File: src/rtl/plpat_ram.sv
// ----------------------------------------------------------------------------
// plpat_ram: generic simple dual-port RAM
// One write port, one read port, registered read data.
// ----------------------------------------------------------------------------
module plpat_ram #(
  parameter int unsigned Width = 8,
  parameter int unsigned Depth = 16,
  localparam int unsigned AddrW = (Depth > 1) ? $clog2(Depth) : 1
) (
  input  logic             clk_i,
  input  logic             we_i,
  input  logic [AddrW-1:0] waddr_i,
  input  logic [Width-1:0] wdata_i,
  input  logic [AddrW-1:0] raddr_i,
  output logic [Width-1:0] rdata_o
);
  logic [Width-1:0] mem_q [Depth];

  always_ff @(posedge clk_i) begin
    if (we_i) begin
      mem_q[waddr_i] <= wdata_i;
    end
    rdata_o <= mem_q[raddr_i];
  end
endmodule

File: config.mk
export PLATFORM = sky130hd
export DESIGN_NAME = plpat_ram
export DESIGN_NICKNAME = d
export VERILOG_FILES = /design/src/rtl/plpat_ram.sv
export SDC_FILE = /design/constraint.sdc
export NUM_CORES = 1
export LEC_CHECK = 0
export BUFFER_PORTS_ARGS = -buffer_cell sky130_fd_sc_hd__buf_2
export CAP_MARGIN = 20
export CORE_ASPECT_RATIO = 0.8
export CORE_MARGIN = 5
export CORE_UTILIZATION = 60
export CTS_CLUSTER_DIAMETER = 60
export DETAILED_ROUTE_END_ITERATION = 7
export PLACE_DENSITY = 0.86
export SETUP_SLACK_MARGIN = 0.1
export SLEW_MARGIN = 20
export SYNTH_ARGS = -nofsm -noshare
export SYNTH_HDL_FRONTEND = slang
export SYNTH_SLANG_ARGS = --single-unit
export TNS_END_PERCENT = 5
File: constraint.sdc
create_clock -name clk_i -period 3.22 [get_ports clk_i]
set_clock_uncertainty 0.15 [all_clocks]
set_input_delay 0.644 -clock clk_i [delete_from_list [all_inputs] [get_ports clk_i]]
set_output_delay 0.644 -clock clk_i [all_outputs]
set_load 0.05 [all_outputs]
# Yosys cells after proc, flatten, opt, wreduce, memory -nomap -nowiden
# Memories as Yosys holds them, arrays and structs flattened. A register that Yosys moved wholly into a read port is not among the register bits.
# Cells that the tools add are included.
# classes
muxes,2
# op_table
operator,n
$mux 1,2
# totals
elab_cells,3
mem_bits_rw,128
in_bits,18
n_memories,1
ff_bits,0
# mem_list
name,depth,width,rd,rd_clocked_by_memory_dff,wr,line_no,rtl
mem_q,16,8,1,1,1,17,logic [Width-1:0] mem_q [Depth];

# Longest topological paths before layout
# depth
ltp_word,2
ltp_mapped,5

# Worst setup path after synthesis
# Ideal clock, no wire load.
# synth_path
path_type,input to register
start,in waddr_i[2]
end,"mem mem_q[0][0], enable pin"
arrival_time_ns,1.754
cell_stages,2
path_buffers,0
slack_ns,0.933
setup_time_ns,0.383
cell_sequence,or3b_2 > nor3_1
# synth_lines
element,line_no,rtl
from (decl),12,"input logic [AddrW-1:0] waddr_i,"
to (decl),17,
# No word-level cell before the write port.

# Worst setup path in the final report
# layout_path
start,reg rdata_o[7] (read register of mem_q)
end,out rdata_o[7]
# layout_lines
element,line_no,rtl
from (decl),15,output logic [Width-1:0] rdata_o
# No word-level cell between the ends.

==> run metrics <==
status completed; WL final 10500 um; initial antenna violation count 0; die width 114 um; initial drt markers ~280; total of max-cap violations 0; vias in the first global route 2598; Final ANT Viol Nets 0; Power Density 691 nW/um^2; CP endpoint kind primary output; register area share after synthesis 0.778; CP bufs+invs 1; number of slew-limit violations in the final report 0; WS Path Type reg2out; # rows 30; slowest stage delay, CP 0.37 ns; Seq pwr share 0.480; post-layout util 0.715; Distinct cells, synth 19; kind of cell adding the most delay to the critical path flip-flops; CTS hold repair buffers 0; Setup TNS 0 ns; final net count 291; Crit Path Max Fanout 1; via count 2508; net switching power figure around 0.00085 W; Die H 92.8 um; Internal 0.00331 W; Synth area leaders edfxtp_1 (75%), mux4_2 (7.9%), mux4_1 (7.1%), dfxtp_1 (3.1%), a22oi_1 (2.3%); Residual DRC 0; crit start category flop; Worst Path Required 2.43 ns; Clock Power Share 0.467; Worst Max-Slew Pin Slew roughly 0.95 ns; switching part of the total 0.204; total leakage power ~2.0 nW; Core ar. 8410 um^2; share of cells above drive strength 1 0.290; f_max 0.512 GHz; Synth Net Count 247; async set-reset flop share out of synthesis 0; Final Critical Period 1.95 ns; R2R setup slack 1.69 ns; clk_lat worst skew 0.50 ns; post-synthesis cell count 229; Starting Density 0.612; post-CTS sizing 0; post-detail-place hpwl ~6200 um; Area Overhead vs Synth 16.8%; Buffers on Ports 25; setup bufs post-CTS 0; setup violators final 0; fillers 496; fin area 6010 um^2; top-count cell post-synth edfxtp_1; Finished Layout Cells ~400; full die area 10500 um^2; FF+latch count, synth approximately 140; GRT Util Overall 0.218; EDFF count, synth 128; TritonCTS clock tree done; Final Hold Fails 0; Cell Chain, Critical Path buf_2; Top FF cell, synth edfxtp_1; part of the cycle the worst path needs 0.607; maximum vdd drop 0.000406 V; drt via density 6.30; RSZ-0062 raised after global routing false; Worst-path clk slew 0.06 ns; CP max stage cell dfxtp_1; clk buf depth 2; GRT overflow 0; Syn Area/Cell 22.5 um^2; CTS Buf Count 17; Cell Area, Placed roughly 5400 um^2; Worst slew margin 0.362; first-pass GRT wire length 15900 um; Logic pwr share 0.053; Tot Pwr around 0.0042 W; worst hold path type in2reg; # IOs 26; average wire per standard cell 26.3 um; placer congestion estimate between 0.7 and 0.8; synth cell count leaders edfxtp_1 (128), mux4_2 (18), a22oi_1 (16), mux4_1 (14), nor2_1 (13); H-tree levels 4; yosys warns 0; synthesized cell area 5150 um^2; Synth top area share 0.747; DRT Pass-1 Iters 4; top cell type by total area after synthesis edfxtp_1; diode count 0; Worst EP arrival 1.16 ns; DP Cell Count between 300 and 400; clock tree sinks 136; CTS Root Cell clkbuf_8; largest net degree at the start of global routing 22
-- flip-flops by register name, indices dropped and copies added (netlist names) --
signal	flops
rdata_o	8
mem_q	128
-- power by group through the flow --
stage          Sequential (W)  Clock (W)  Combinational, W
5_1_grt               0.00200    0.00205          0.000234
3_5_place_dp          0.00203          0          0.000216
4_1_cts               0.00200    0.00196          0.000222
3_3_place_gp          0.00203          0          0.000209
2_1_floorplan         0.00207          0          0.000100
6_report              0.00199    0.00194          0.000220
-- cell usage in the layout (no fill, tap or decap) --
master      instances
edfxtp_1          128
buf_2              25
mux4_2             18
a22oi_1            16
clkbuf_16          16
mux4_1             14
nor2_1             13
nand2_1             9
buf_4               9
dfxtp_1             8
nor3_1              4
bufinv_16           4
clkinvlp_4          3
clkinv_2            3
nand3b_1            2
nand2b_1            2
clkbuf_1            2
clkinv_4            2
nor2b_1             1
and2_1              1
and2b_1             1
nand3_1             1
or3b_2              1
clkbuf_8            1
clkinv_1            1
buf_12              1
-- cells by family after synthesis --
| logic type | Yosys count | synth area share |
|---|---|---|
| muxes | 32 | 0.150 |
| DFF | 136 | 0.778 |
| buffers and inverters | 10 | 0.0168 |
| AOI/OAI and AO/OA | 16 | 0.0233 |
| and+or+nand+nor | 35 | 0.0318 |
-- per-stage QoR --
step,hold slack (ns),worst slack (ns)
floorplan,0.479,0.933
global placement,0.510,0.924
detailed placement,0.523,0.876
CTS,0.354,1.24
global route,0.364,1.21
finish,0.381,1.27
-- per-layer routing --
metal,global-route usage,part of all wire,up-vias
met5,0,0,-
met4,0.0561,0.014,0
met3,0.0692,0.064,11
met2,0.363,0.51,108
met1,0.282,0.41,1327
li1,-,-,1062
-- layout make-up --
class / instances / area (um^2) / area share
timing repair buffer: 35 / 213 / 0.0354
clock buffer: 19 / 422 / 0.0701
tap: 112 / 140 / 0.0233
sequential: 136 / 4000 / 0.666
clock inverter: 13 / 179 / 0.0297
multi-input combinational: 83 / 1060 / 0.176
-- path summary, 6_finish.rpt --
path | from | to | cells after the start
setup / recovery | rdata_o[7]$_DFF_P_ | rdata_o[7] | 1
hold / removal | wdata_i[5] | mem_q[14][5]$_DFFE_PP_ | 1
setup reg to reg | mem_q[14][6]$_DFFE_PP_ | rdata_o[6]$_DFF_P_ | 3
hold reg to reg | mem_q[14][0]$_DFFE_PP_ | rdata_o[0]$_DFF_P_ | 3
(Power assumes the default switching activity.)
