<file path="src/rtl/plpat_divu.sv">
// ----------------------------------------------------------------------------
// plpat_divu: restoring unsigned divider
// One quotient bit per cycle; also used as integer square root.
// ----------------------------------------------------------------------------
module plpat_divu #(
  parameter int unsigned NumW = 40,
  parameter int unsigned DenW = 21
) (
  input  logic            clk_i,
  input  logic            rst_ni,
  input  logic            start_i,
  input  logic            sqrt_i,
  input  logic [NumW-1:0] num_i,
  input  logic [DenW-1:0] den_i,
  output logic            done_o,
  output logic [NumW-1:0] quo_o
);
  localparam int unsigned CntW = $clog2(NumW + 1);
  localparam int unsigned RemW = NumW + 2;

  logic [NumW-1:0] num_q, num_d, quo_q, quo_d;
  logic [RemW-1:0] rem_q, rem_d, trial;
  logic [DenW-1:0] den_q;
  logic            sqrt_q, busy_q, busy_d, done_q, done_d;
  logic [CntW-1:0] cnt_q, cnt_d;
  logic [RemW-1:0] rem_sh;

  always_comb begin
    num_d  = num_q;
    quo_d  = quo_q;
    rem_d  = rem_q;
    busy_d = busy_q;
    cnt_d  = cnt_q;
    done_d = 1'b0;
    rem_sh = '0;
    trial  = '0;
    if (start_i) begin
      num_d  = num_i;
      quo_d  = '0;
      rem_d  = '0;
      busy_d = 1'b1;
      cnt_d  = sqrt_i ? CntW'(NumW / 2) : CntW'(NumW);
    end else if (busy_q) begin
      if (sqrt_q) begin
        rem_sh = {rem_q[RemW-3:0], num_q[NumW-1:NumW-2]};
        num_d  = {num_q[NumW-3:0], 2'b00};
        trial  = {quo_q[RemW-3:0], 2'b01};
      end else begin
        rem_sh = {rem_q[RemW-2:0], num_q[NumW-1]};
        num_d  = {num_q[NumW-2:0], 1'b0};
        trial  = RemW'(den_q);
      end
      if (rem_sh >= trial) begin
        rem_d = rem_sh - trial;
        quo_d = {quo_q[NumW-2:0], 1'b1};
      end else begin
        rem_d = rem_sh;
        quo_d = {quo_q[NumW-2:0], 1'b0};
      end
      cnt_d = cnt_q - 1'b1;
      if (cnt_q == CntW'(1)) begin
        busy_d = 1'b0;
        done_d = 1'b1;
      end
    end
  end

  always_ff @(posedge clk_i or negedge rst_ni) begin
    if (!rst_ni) begin
      busy_q <= 1'b0;
      done_q <= 1'b0;
      cnt_q  <= '0;
    end else begin
      busy_q <= busy_d;
      done_q <= done_d;
      cnt_q  <= cnt_d;
    end
  end

  always_ff @(posedge clk_i) begin
    num_q <= num_d;
    quo_q <= quo_d;
    rem_q <= rem_d;
    if (start_i) begin
      den_q  <= den_i;
      sqrt_q <= sqrt_i;
    end
  end

  assign done_o = done_q;
  assign quo_o  = quo_q;
endmodule

</file>
<file path="config.mk">
export PLATFORM = sky130hd
export DESIGN_NAME = plpat_divu
export DESIGN_NICKNAME = d
export VERILOG_FILES = /design/src/rtl/plpat_divu.sv
export SDC_FILE = /design/constraint.sdc
export NUM_CORES = 1
export LEC_CHECK = 0
export BUFFER_PORTS_ARGS = -buffer_cell sky130_fd_sc_hd__buf_2
export CAP_MARGIN = 20
export CORE_UTILIZATION = 56
export DETAILED_ROUTE_END_ITERATION = 7
export GPL_TIMING_DRIVEN = 0
export PLACE_DENSITY = 0.77
export SYNTH_ARGS = -nofsm -noshare
export SYNTH_HDL_FRONTEND = slang
export SYNTH_SLANG_ARGS = --single-unit
</file>
<file path="constraint.sdc">
create_clock -name clk_i -period 9.3 [get_ports clk_i]
set_input_delay 0.93 -clock clk_i [delete_from_list [all_inputs] [get_ports clk_i]]
set_output_delay 0.93 -clock clk_i [all_outputs]
set_load 0.005 [all_outputs]
</file>
# Word level (Yosys, flattened, before mapping)
# Cells that the tools add are included.
dict set report classes {
  n_eq_ne 1
  muxes 20
  reduce_logical 1
  order_cmp 1
  addsub 2
}
# cell n
set ops {}
lappend ops {{$mux 42} 6}
lappend ops {{$mux 40} 3}
lappend ops {{$ge 42x42->1} 1}
lappend ops {{$mux 41} 1}
lappend ops {{$sub 41x41->41} 1}
lappend ops {{$mux 6} 3}
lappend ops {{$mux 1} 7}
lappend ops {{$eq 6x1->1 const B} 1}
lappend ops {{$sub 6x1->6 const B} 1}
lappend ops {{$reduce_bool 2->1} 1}
dict set report totals {
  regBits 151
  inputBits 65
}

# Depth between registers and ports, before layout
# Gate-level depths: netlist of the first run.
dict set report logic_depth {
  ltp_word 5
  ltp_mapped 19
}

# Least setup slack after synthesis of the first run
# No wires, ideal clock.
dict set report synth_timing {
  path_kind {register -> register}
  from {register sqrt_q}
  to {register rem_q[6]}
  setup_ps 142
  stages_incl_launch_ff 18
  path_slack_ps 5116
  synth_period_minus_slack_ps 4184
  arrival_ps 4042
  n_path_buf 7
  required_time_ps 9158
  cell_sequence {edfxtp_1 > clkbuf_1 > clkbuf_1 > clkbuf_1 > buf_1 > clkbuf_1 > nand2_1 > ha_1 > a21oi_2 > o21ai_1 > a31o_1 > a221oi_2 > o31ai_1 > o31a_4 > buf_6 > buf_6 > o21ai_0 > a211oi_1}
}
dict set report synth_between {
  elab_chain_cells 5
  elab_cells_between_ends 9
  classes_between {add/sub (1); order compare (1); mux (7)}
}
# element line
set synth_lines {}
lappend synth_lines {{from (decl)} 24} ;# logic sqrt_q, busy_q, busy_d, done_q, done_d;
lappend synth_lines {{from (signal assigned)} 86} ;# sqrt_q <= sqrt_i;
lappend synth_lines {{$mux 42} 44} ;# if (sqrt_q) begin
lappend synth_lines {{$mux 42} 43} ;# end else if (busy_q) begin
lappend synth_lines {{$mux 42} 37} ;# if (start_i) begin
lappend synth_lines {{$sub 41x41->41 or $ge 42x42->1 (tied branches)} {54, 53}}
lappend synth_lines {{$mux 41 (*)} 53} ;# if (rem_sh >= trial) begin
lappend synth_lines {{to (signal assigned)} 83} ;# rem_q <= rem_d;
lappend synth_lines {{to (decl)} 22} ;# logic [RemW-1:0] rem_q, rem_d, trial;
# Every way passes the cells marked *; elsewhere a longest branch is shown, timed or not. The select of a mux whose other input is x is not followed.
# A chain may end at the register's enable or synchronous reset.

# Final worst setup path of the first run
dict set report layout_timing {
  from {register sqrt_q}
  to {register rem_q[37]}
}
# The elaborated chain is that of the path after synthesis.

==> results of run 1 <==
==> area by class of cell <==
type / count / share of cell area (%)
Multi-Input combinational cell: 773 / 49.3
Sequential cell: 151 / 34.1
Timing Repair Buffer: 106 / 5.13
Clock buffer: 20 / 4.23
Tap cell: 216 / 2.51
Buffer: 56 / 2.37
Clock inverter: 12 / 1.61
Inverter: 20 / 0.696
==> power breakdown <==
| group | switching [W] | internal, W | leakage [nW] | total [W] |
|---|---|---|---|---|
| Combinational | 0.00106 | 0.000792 | 3.28 | 0.00186 |
| Sequential | 0.0000669 | 0.000801 | 1.41 | 0.000868 |
| Clock | 0.000286 | 0.000463 | 0.308 | 0.000749 |
==> path summary, 6_finish.rpt <==
| check | startpoint | to | slack (ns) |
|---|---|---|---|
| worst max register to register | sqrt_q$_DFFE_PP_ | rem_q[37]$_SDFFE_PP0P_ | 3.33 |
| worst max-delay path | sqrt_q$_DFFE_PP_ | rem_q[37]$_SDFFE_PP0P_ | 3.33 |
| worst min register to register | rem_q[32]$_SDFFE_PP0P_ | rem_q[32]$_SDFFE_PP0P_ | 0.48 |
| max in group asynchronous | rst_ni | cnt_q[4]$_DFFE_PN0P_ | 8.79 |
| min in group clk_i | rem_q[32]$_SDFFE_PP0P_ | rem_q[32]$_SDFFE_PP0P_ | 0.48 |
| worst min-delay path | rst_ni | cnt_q[0]$_DFFE_PN0P_ | 0.33 |
==> state kept, by name (all words and copies together) (netlist names) <==
name    count
rem_q      41
quo_o      40
done_o      1
busy_q      1
cnt_q       6
den_q      21
num_q      40
sqrt_q      1
==> logic make-up (layout without fill, tap and decap cells) <==
| logic type | Yosys count | in the layout | synth area share, % |
|---|---|---|---|
| muxes | 162 | 162 | 17.9 |
| xor gates and xnor gates | 38 | 38 | 3.57 |
| DFF | 151 | 151 | 39.5 |
| adders and majority gates | 45 | 45 | 6.11 |
| AOI/OAI and AO/OA | 245 | 245 | 16.4 |
| and+or+nand+nor | 283 | 283 | 13.0 |
| buffers and inverters | 76 | 214 | 3.54 |
==> cells in the final DEF, fill, tap and decap left out, drive strengths merged, types with 5 or more instances in the layout <==
master	instances
a211oi	31
a21boi	5
a21o	13
a21oi	59
a31oi	6
buf	127
clkbuf	55
clkinv	5
dfrtp	8
dfxtp	81
edfxtp	62
ha	44
inv	22
mux2	41
mux2i	121
nand2	107
nand3	11
nand4	12
nor2	113
nor3	8
o21ai	88
o21bai	8
or2	5
xnor2	26
xor2	12
==> routing by layer <==
metal | vias to the layer above | part of all wire (%) | GRT usage, % | routed length, um
li1 | 3882 | - | - | -
met1 | 3797 | 43 | 36.2 | 10500
met2 | 327 | 47 | 47.1 | 11300
met3 | 47 | 7.9 | 7.02 | 1910
met4 | 0 | 2.3 | 9.87 | 557
met5 | - | 0 | 0 | 0
==> metrics by stage <==
| stage | utilization, % | worst slack [ns] | hold slack [ns] | area (um2) |
|---|---|---|---|---|
| finish | 67.2 | 3.33 | 0.332 | 10800 |
| global route | 67.2 | 3.08 | 0.339 | 10800 |
| CTS | 67.2 | 3.48 | 0.332 | 10800 |
| detailed placement | 63.3 | 3.49 | 0.464 | 10200 |
| global placement | 63.1 | 3.57 | 0.460 | 10100 |
| floorplan | - | 5.12 | 0.437 | 9330 |
==> out/results.ini, run 1 <==
[layout]
finalNonFillerCells = 1354
areaGrowthSynthToFinish_pct = 15.6
n_fill_cell = 1284
multi_input_area_um2 = 5320
nNetsFinal = 1235
num_antenna_cells = 0
ff_latch_area_um2 = 3680
drive_above_1_share_pct = 18.5

[power_and_ir_drop]
p_leak_nw = 5.00
power.total_w = 0.00347
ir_worst_vdd_uv = 238
pwr_density_cell_nw_per_um2 = 322

[detailed_routing]
detail_route.wl_per_cell_um = 17.9
drt-initial-drc-count = 605
drt_pass1_iterations = 6
drc = 0
vias_per_cell = 5.95
ant_nets = 0
drt-total-wl_mm = 24.3
num_vias = 8053

[clock_network]
clkLatencyLatePin_ns = 0.44
postCtsSetupRepairBufs = 0
clkSlewWorstSetupHoldPaths_ns = 0.06
cts_made_buffers = 17
cts-root-buf = clkbuf_16
clock_path_buffers = 2
cts_resized = 0
cts.sinks = 151
htreeDepth = 4
cts_tree = yes
hold_buffers = 0

[critical_path]
crit_buf_inv = 6
critical-path-top-delay-family = buffers and inverters
end_kind = flip-flop
slowest_delay_ns = 0.65
cp.depth = 16
r2r_cells = 16
crit_fanout = 10
worst_setup_path_start_kind = flip-flop
crit_chain = clkbuf_1, clkbuf_1, clkbuf_1, buf_1, clkbuf_1, nand2_1, ha_1, nand4_1, nor4_1, nand4_1, o31ai_1, o31a_4, buf_6, nand2_1, a211o_1, o22ai_2
slowest_stage = clkbuf_1
critPathKind = reg -> reg
required_ns = 9.66
arrival_ns = 6.33
cp_common_cell = clkbuf_1

[sta]
fin_crit_sh_pct = 64.2
period_minus_slack_ns = 5.97
fin_skew_ns = 0.0110
hold_viol_final = 0
maxSlewViolCount = 0
timing.fmax_mhz = 168
relSlewSlack_pct = 37.3
rsz0062_at_grt = false
tns_ns = 0
worstMarginPinSlew_ns = 0.941
setup_viol = 0

[logic_synthesis]
synth-edff-count = 62
syn_avg_cell_area_um2 = 9.33
synth-seq-area-share_pct = 39.5
synth_cell_types = 64
async_flop_share_pct = 5.30
synth_top_area_share_pct = 19.9
synth_largest_area_cell = edfxtp_1
syn_inst = 1000
synth_commonest_cells = mux2i_1 (121), nor2_1 (110), nand2_1 (105)
ys.flop_type = dfxtp_1
yosysMostFrequentCell = mux2i_1
synth-seq-cells = 151
synth_fp_nets = 1110
syn_area_um2 = 9330
synthTopCellsByArea = edfxtp_1 (20%), dfxtp_1 (17%), mux2i_1 (13%)
ys_warn_count = 0

[status]
outcome = finished clean

[placement]
dp_hpwl_mm = 17.5
portBuffers = 105
placedCellCount = 1322
place_congestion = 0.925

[global_route]
grtUsageTotal_pct = 28.5
gr-total-overflow = 0
grt_pass1_wl_mm = 38.9
antenna_found_initial = 0
grt_pass1_vias = 7728
grt_max_degree = 28

[floorplanning]
rows = 46
ioPinCount = 106
die_x_um = 131
core_region_area_um2 = 16100
die_y_um = 131
initial_core_util_pct = 58.1
die-area_um2 = 17200

[run]
maxCapViolCount = 0

[worst_hold_path]
min_path_type = in -> async

Power figures use the tool's default switching activity.
==> inputs of run 2 (changes only) <==
--- a/config.mk
+++ b/config.mk
@@ -5,9 +5,10 @@
 export SDC_FILE = /design/constraint.sdc
 export NUM_CORES = 1
 export LEC_CHECK = 0
+export ABC_AREA = 1
 export BUFFER_PORTS_ARGS = -buffer_cell sky130_fd_sc_hd__buf_2
 export CAP_MARGIN = 20
-export CORE_UTILIZATION = 56
+export CORE_UTILIZATION = 54
 export DETAILED_ROUTE_END_ITERATION = 7
 export GPL_TIMING_DRIVEN = 0
 export PLACE_DENSITY = 0.77
==> constraint.sdc (replaced) <==
create_clock -name clk_i -period 5.3 [get_ports clk_i]
set_input_delay 0.53 -clock clk_i [delete_from_list [all_inputs] [get_ports clk_i]]
set_output_delay 0.53 -clock clk_i [all_outputs]
set_load 0.005 [all_outputs]
==> out/results.ini, run 2 <==
[status]
outcome = finished clean  ; unchanged

[power_and_ir_drop]
switching_share_pct = 47.0  ; was 40.8%
clkPwrFrac_pct = 21.3  ; was 21.6%
ir_worst_vdd_uv = 259  ; was 238 uV
seqPwrFrac_pct = 24.9  ; was 25.0%
power.total_w = 0.00610  ; was 0.00347 W
power.internal_w = 0.00323  ; was 0.00206 W
p_comb_share_pct = 53.7  ; was 53.4%
pwr_density_cell_nw_per_um2 = 523  ; was 322 nW/um2
p_sw_w = 0.00287  ; was 0.00142 W
p_leak_nw = 5.99  ; was 5.00 nW

[critical_path]
arrival_ns = 4.61  ; was 6.33 ns
worst_setup_path_start_kind = flip-flop  ; unchanged
end_kind = flip-flop  ; unchanged
required_ns = 5.63  ; was 9.66 ns
crit_fanout = 10  ; unchanged
critPathKind = reg -> reg  ; unchanged

[floorplanning]
die-area_um2 = 19500  ; was 17200 um2
initial_core_util_pct = 55.9  ; was 58.1%
core_region_area_um2 = 18300  ; was 16100 um2
die_y_um = 140  ; was 131 um
rows = 49  ; was 46
die_x_um = 140  ; was 131 um
ioPinCount = 106  ; unchanged

[placement]
place_congestion = 1.07  ; was 0.925
post-place-ws_ns = 1.05  ; was 3.49 ns
dp_hpwl_mm = 25.1  ; was 17.5 mm
portBuffers = 105  ; unchanged

[detailed_routing]
drt_pass1_iterations = 8  ; was 6
drc = 0  ; unchanged
vias_per_cell = 5.42  ; was 5.95
drt-initial-drc-count = 946  ; was 605
num_vias = 10600  ; was 8053
detail_route.wl_per_cell_um = 16.5  ; was 17.9 um
drt-total-wl_mm = 32.3  ; was 24.3 mm
ant_nets = 0  ; unchanged

[layout]
largest_register_ffs = 41  ; unchanged
nNetsFinal = 1825  ; was 1235
final_cell_mix = nand2_1 (598), inv_1 (226), nor2_1 (116)  ; was mux2i_1 (121), buf_2 (114), nor2_1 (110)
n_fill_cell = 1744  ; was 1284
num_antenna_cells = 0  ; unchanged
drive_above_1_share_pct = 9.78  ; was 18.5%
top_register = rem_q  ; unchanged
areaGrowthSynthToFinish_pct = 14.2  ; was 15.6%
mostFrequentLayoutCell = nand2_1  ; was mux2i_1
finalCoreUtilization_pct = 63.9  ; was 67.2%

[sta]
relSlewSlack_pct = 41.9  ; was 37.3%
timing.fmax_mhz = 234  ; was 168 MHz
tns_ns = 0  ; unchanged
setup_ws_ns = 1.03  ; was 3.33 ns
maxSlewViolCount = 0  ; unchanged
worstMarginPinSlew_ns = 0.871  ; was 0.941 ns
fin_crit_sh_pct = 80.7  ; was 64.2%
holdWs_ns = 0.273  ; was 0.332 ns
fin_skew_ns = 0.0167  ; was 0.0110 ns
rsz0062_at_grt = false  ; unchanged
hold_viol_final = 0  ; unchanged
period_minus_slack_ns = 4.27  ; was 5.97 ns
setup_viol = 0  ; unchanged

[clock_network]
hold_buffers = 1  ; was 0
clock_path_buffers = 2  ; unchanged
cts.sinks = 151  ; unchanged
cts_resized = 0  ; unchanged
htreeDepth = 4  ; unchanged
clkLatencyLatePin_ns = 0.43  ; was 0.44 ns
clkSlewWorstSetupHoldPaths_ns = 0.07  ; was 0.06 ns
cts-root-buf = clkbuf_16  ; unchanged
postCtsSetupRepairBufs = 0  ; unchanged
cts_made_buffers = 17  ; unchanged
cts_tree = yes  ; unchanged

[run]
maxCapViolCount = 0  ; unchanged

[worst_hold_path]
min_path_type = in -> reg  ; was in -> async

[logic_synthesis]
syn_area_um2 = 10200  ; was 9330 um2
synthTopCellsByArea = nand2_1 (22%), edfxtp_1 (18%), dfxtp_1 (16%)  ; was edfxtp_1 (20%), dfxtp_1 (17%), mux2i_1 (13%)
synth_largest_area_cell = nand2_1  ; was edfxtp_1
ys_warn_count = 0  ; unchanged
synth_cell_types = 38  ; was 64
syn_avg_cell_area_um2 = 6.43  ; was 9.33 um2
synth_top_area_share_pct = 22.0  ; was 19.9%
synth-seq-cells = 151  ; unchanged
syn_inst = 1589  ; was 1000
ys.flop_type = dfxtp_1  ; unchanged
synth_commonest_cells = nand2_1 (598), inv_1 (226), nor2_1 (116)  ; was mux2i_1 (121), nor2_1 (110), nand2_1 (105)
async_flop_share_pct = 5.30  ; unchanged
yosysMostFrequentCell = nand2_1  ; was mux2i_1
synth-seq-area-share_pct = 36.0  ; was 39.5%
synth_fp_nets = 1699  ; was 1110
synth-edff-count = 62  ; unchanged

[global_route]
gr-total-overflow = 0  ; unchanged
antenna_found_initial = 0  ; unchanged
grt_pass1_vias = 9728  ; was 7728
grtUsageTotal_pct = 33.6  ; was 28.5%
grt_busiest_layer = met2  ; unchanged
grt_util_met1_pct = 45.5  ; was 36.2%
use_met3_pct = 6.19  ; was 7.02%
grt_pass1_wl_mm = 50.1  ; was 38.9 mm
grt_max_degree = 37  ; was 28
grt.met2_usage_pct = 53.9  ; was 47.1%

[run 2: routing by layer]
metal | vias up | routed length (um)
met2 | 463 | 14400
met4 | 0 | 889
met1 | 4784 | 14100
li1 | 5297 | -
met5 | - | 0
met3 | 65 | 2810
[run 2: final timing paths]
kind,from,endpoint,slack [ns],cells after the start
setup / recovery,sqrt_q$_DFFE_PP_,rem_q[25]$_SDFFE_PP0P_,1.03,18
hold / removal,den_i[11],den_q[11]$_DFFE_PP_,0.27,1
setup reg to reg,sqrt_q$_DFFE_PP_,rem_q[25]$_SDFFE_PP0P_,1.03,18
hold reg to reg,rem_q[19]$_SDFFE_PP0P_,rem_q[19]$_SDFFE_PP0P_,0.45,2
max in group asynchronous,rst_ni,cnt_q[5]$_DFFE_PN0P_,4.66,2
min in group asynchronous,rst_ni,done_o$_DFF_PN0_,0.46,2
[run 2: cell families (layout without fill, tap and decap cells)]
| kind of cell | count (synthesis) | in the layout | synth area share, % |
|---|---|---|---|
| AO/OA/AOI/OAI | 238 | 238 | 12.4 |
| AND/OR/NAND/NOR | 846 | 846 | 33.3 |
| flip-flops | 151 | 151 | 36.0 |
| multiplexers | 1 | 1 | 0.0980 |
| adder cells (fa/ha/maj) | 45 | 45 | 5.58 |
| XOR/XNOR | 17 | 17 | 1.46 |
| buffers and inverters | 291 | 430 | 11.1 |
[run 2: area by class of cell]
cell class | instances | area (um2) | share of cell area, %
clock buffer | 19 | 454 | 3.89
sequential | 151 | 3680 | 31.6
multi-input combinational | 1147 | 5410 | 46.3
inverter | 230 | 863 | 7.40
clock inverter | 13 | 158 | 1.35
buffer | 61 | 268 | 2.29
tap | 229 | 287 | 2.45
timing repair buffer | 107 | 556 | 4.76
[run 2: through the flow]
step,area (um2),cells
after floorplan,10200,1589
after global placement,11000,1923
after detailed placement,11100,1924
after CTS,11700,1957
after global routing,11700,1957
final,11700,1957
[run 2: power groups by stage]
stage	sequential [W]	clock, W	combinational [W]
detailed placement	0.00154	0	0.00320
CTS	0.00152	0.00131	0.00322
global placement	0.00154	0	0.00316
global route	0.00155	0.00136	0.00367
floorplan	0.00152	0	0.00239
finish	0.00152	0.00130	0.00328
[run 2: worst max-delay path, stage by stage (launching register included)]
cell and delay (ns):
edfxtp_1 0.33, clkbuf_1 0.25, clkbuf_1 0.49, clkbuf_1 0.42, buf_1 0.44, nand2_1 0.20
ha_1 0.41, nand2_1 0.11, nor2_1 0.22, nand2_1 0.17, nor2_1 0.13, nand2_1 0.10
nand3_1 0.13, nand2_2 0.11, nand2_4 0.14, buf_4 0.23, nand3_1 0.14, nand2_1 0.10
nand2_1 0.05
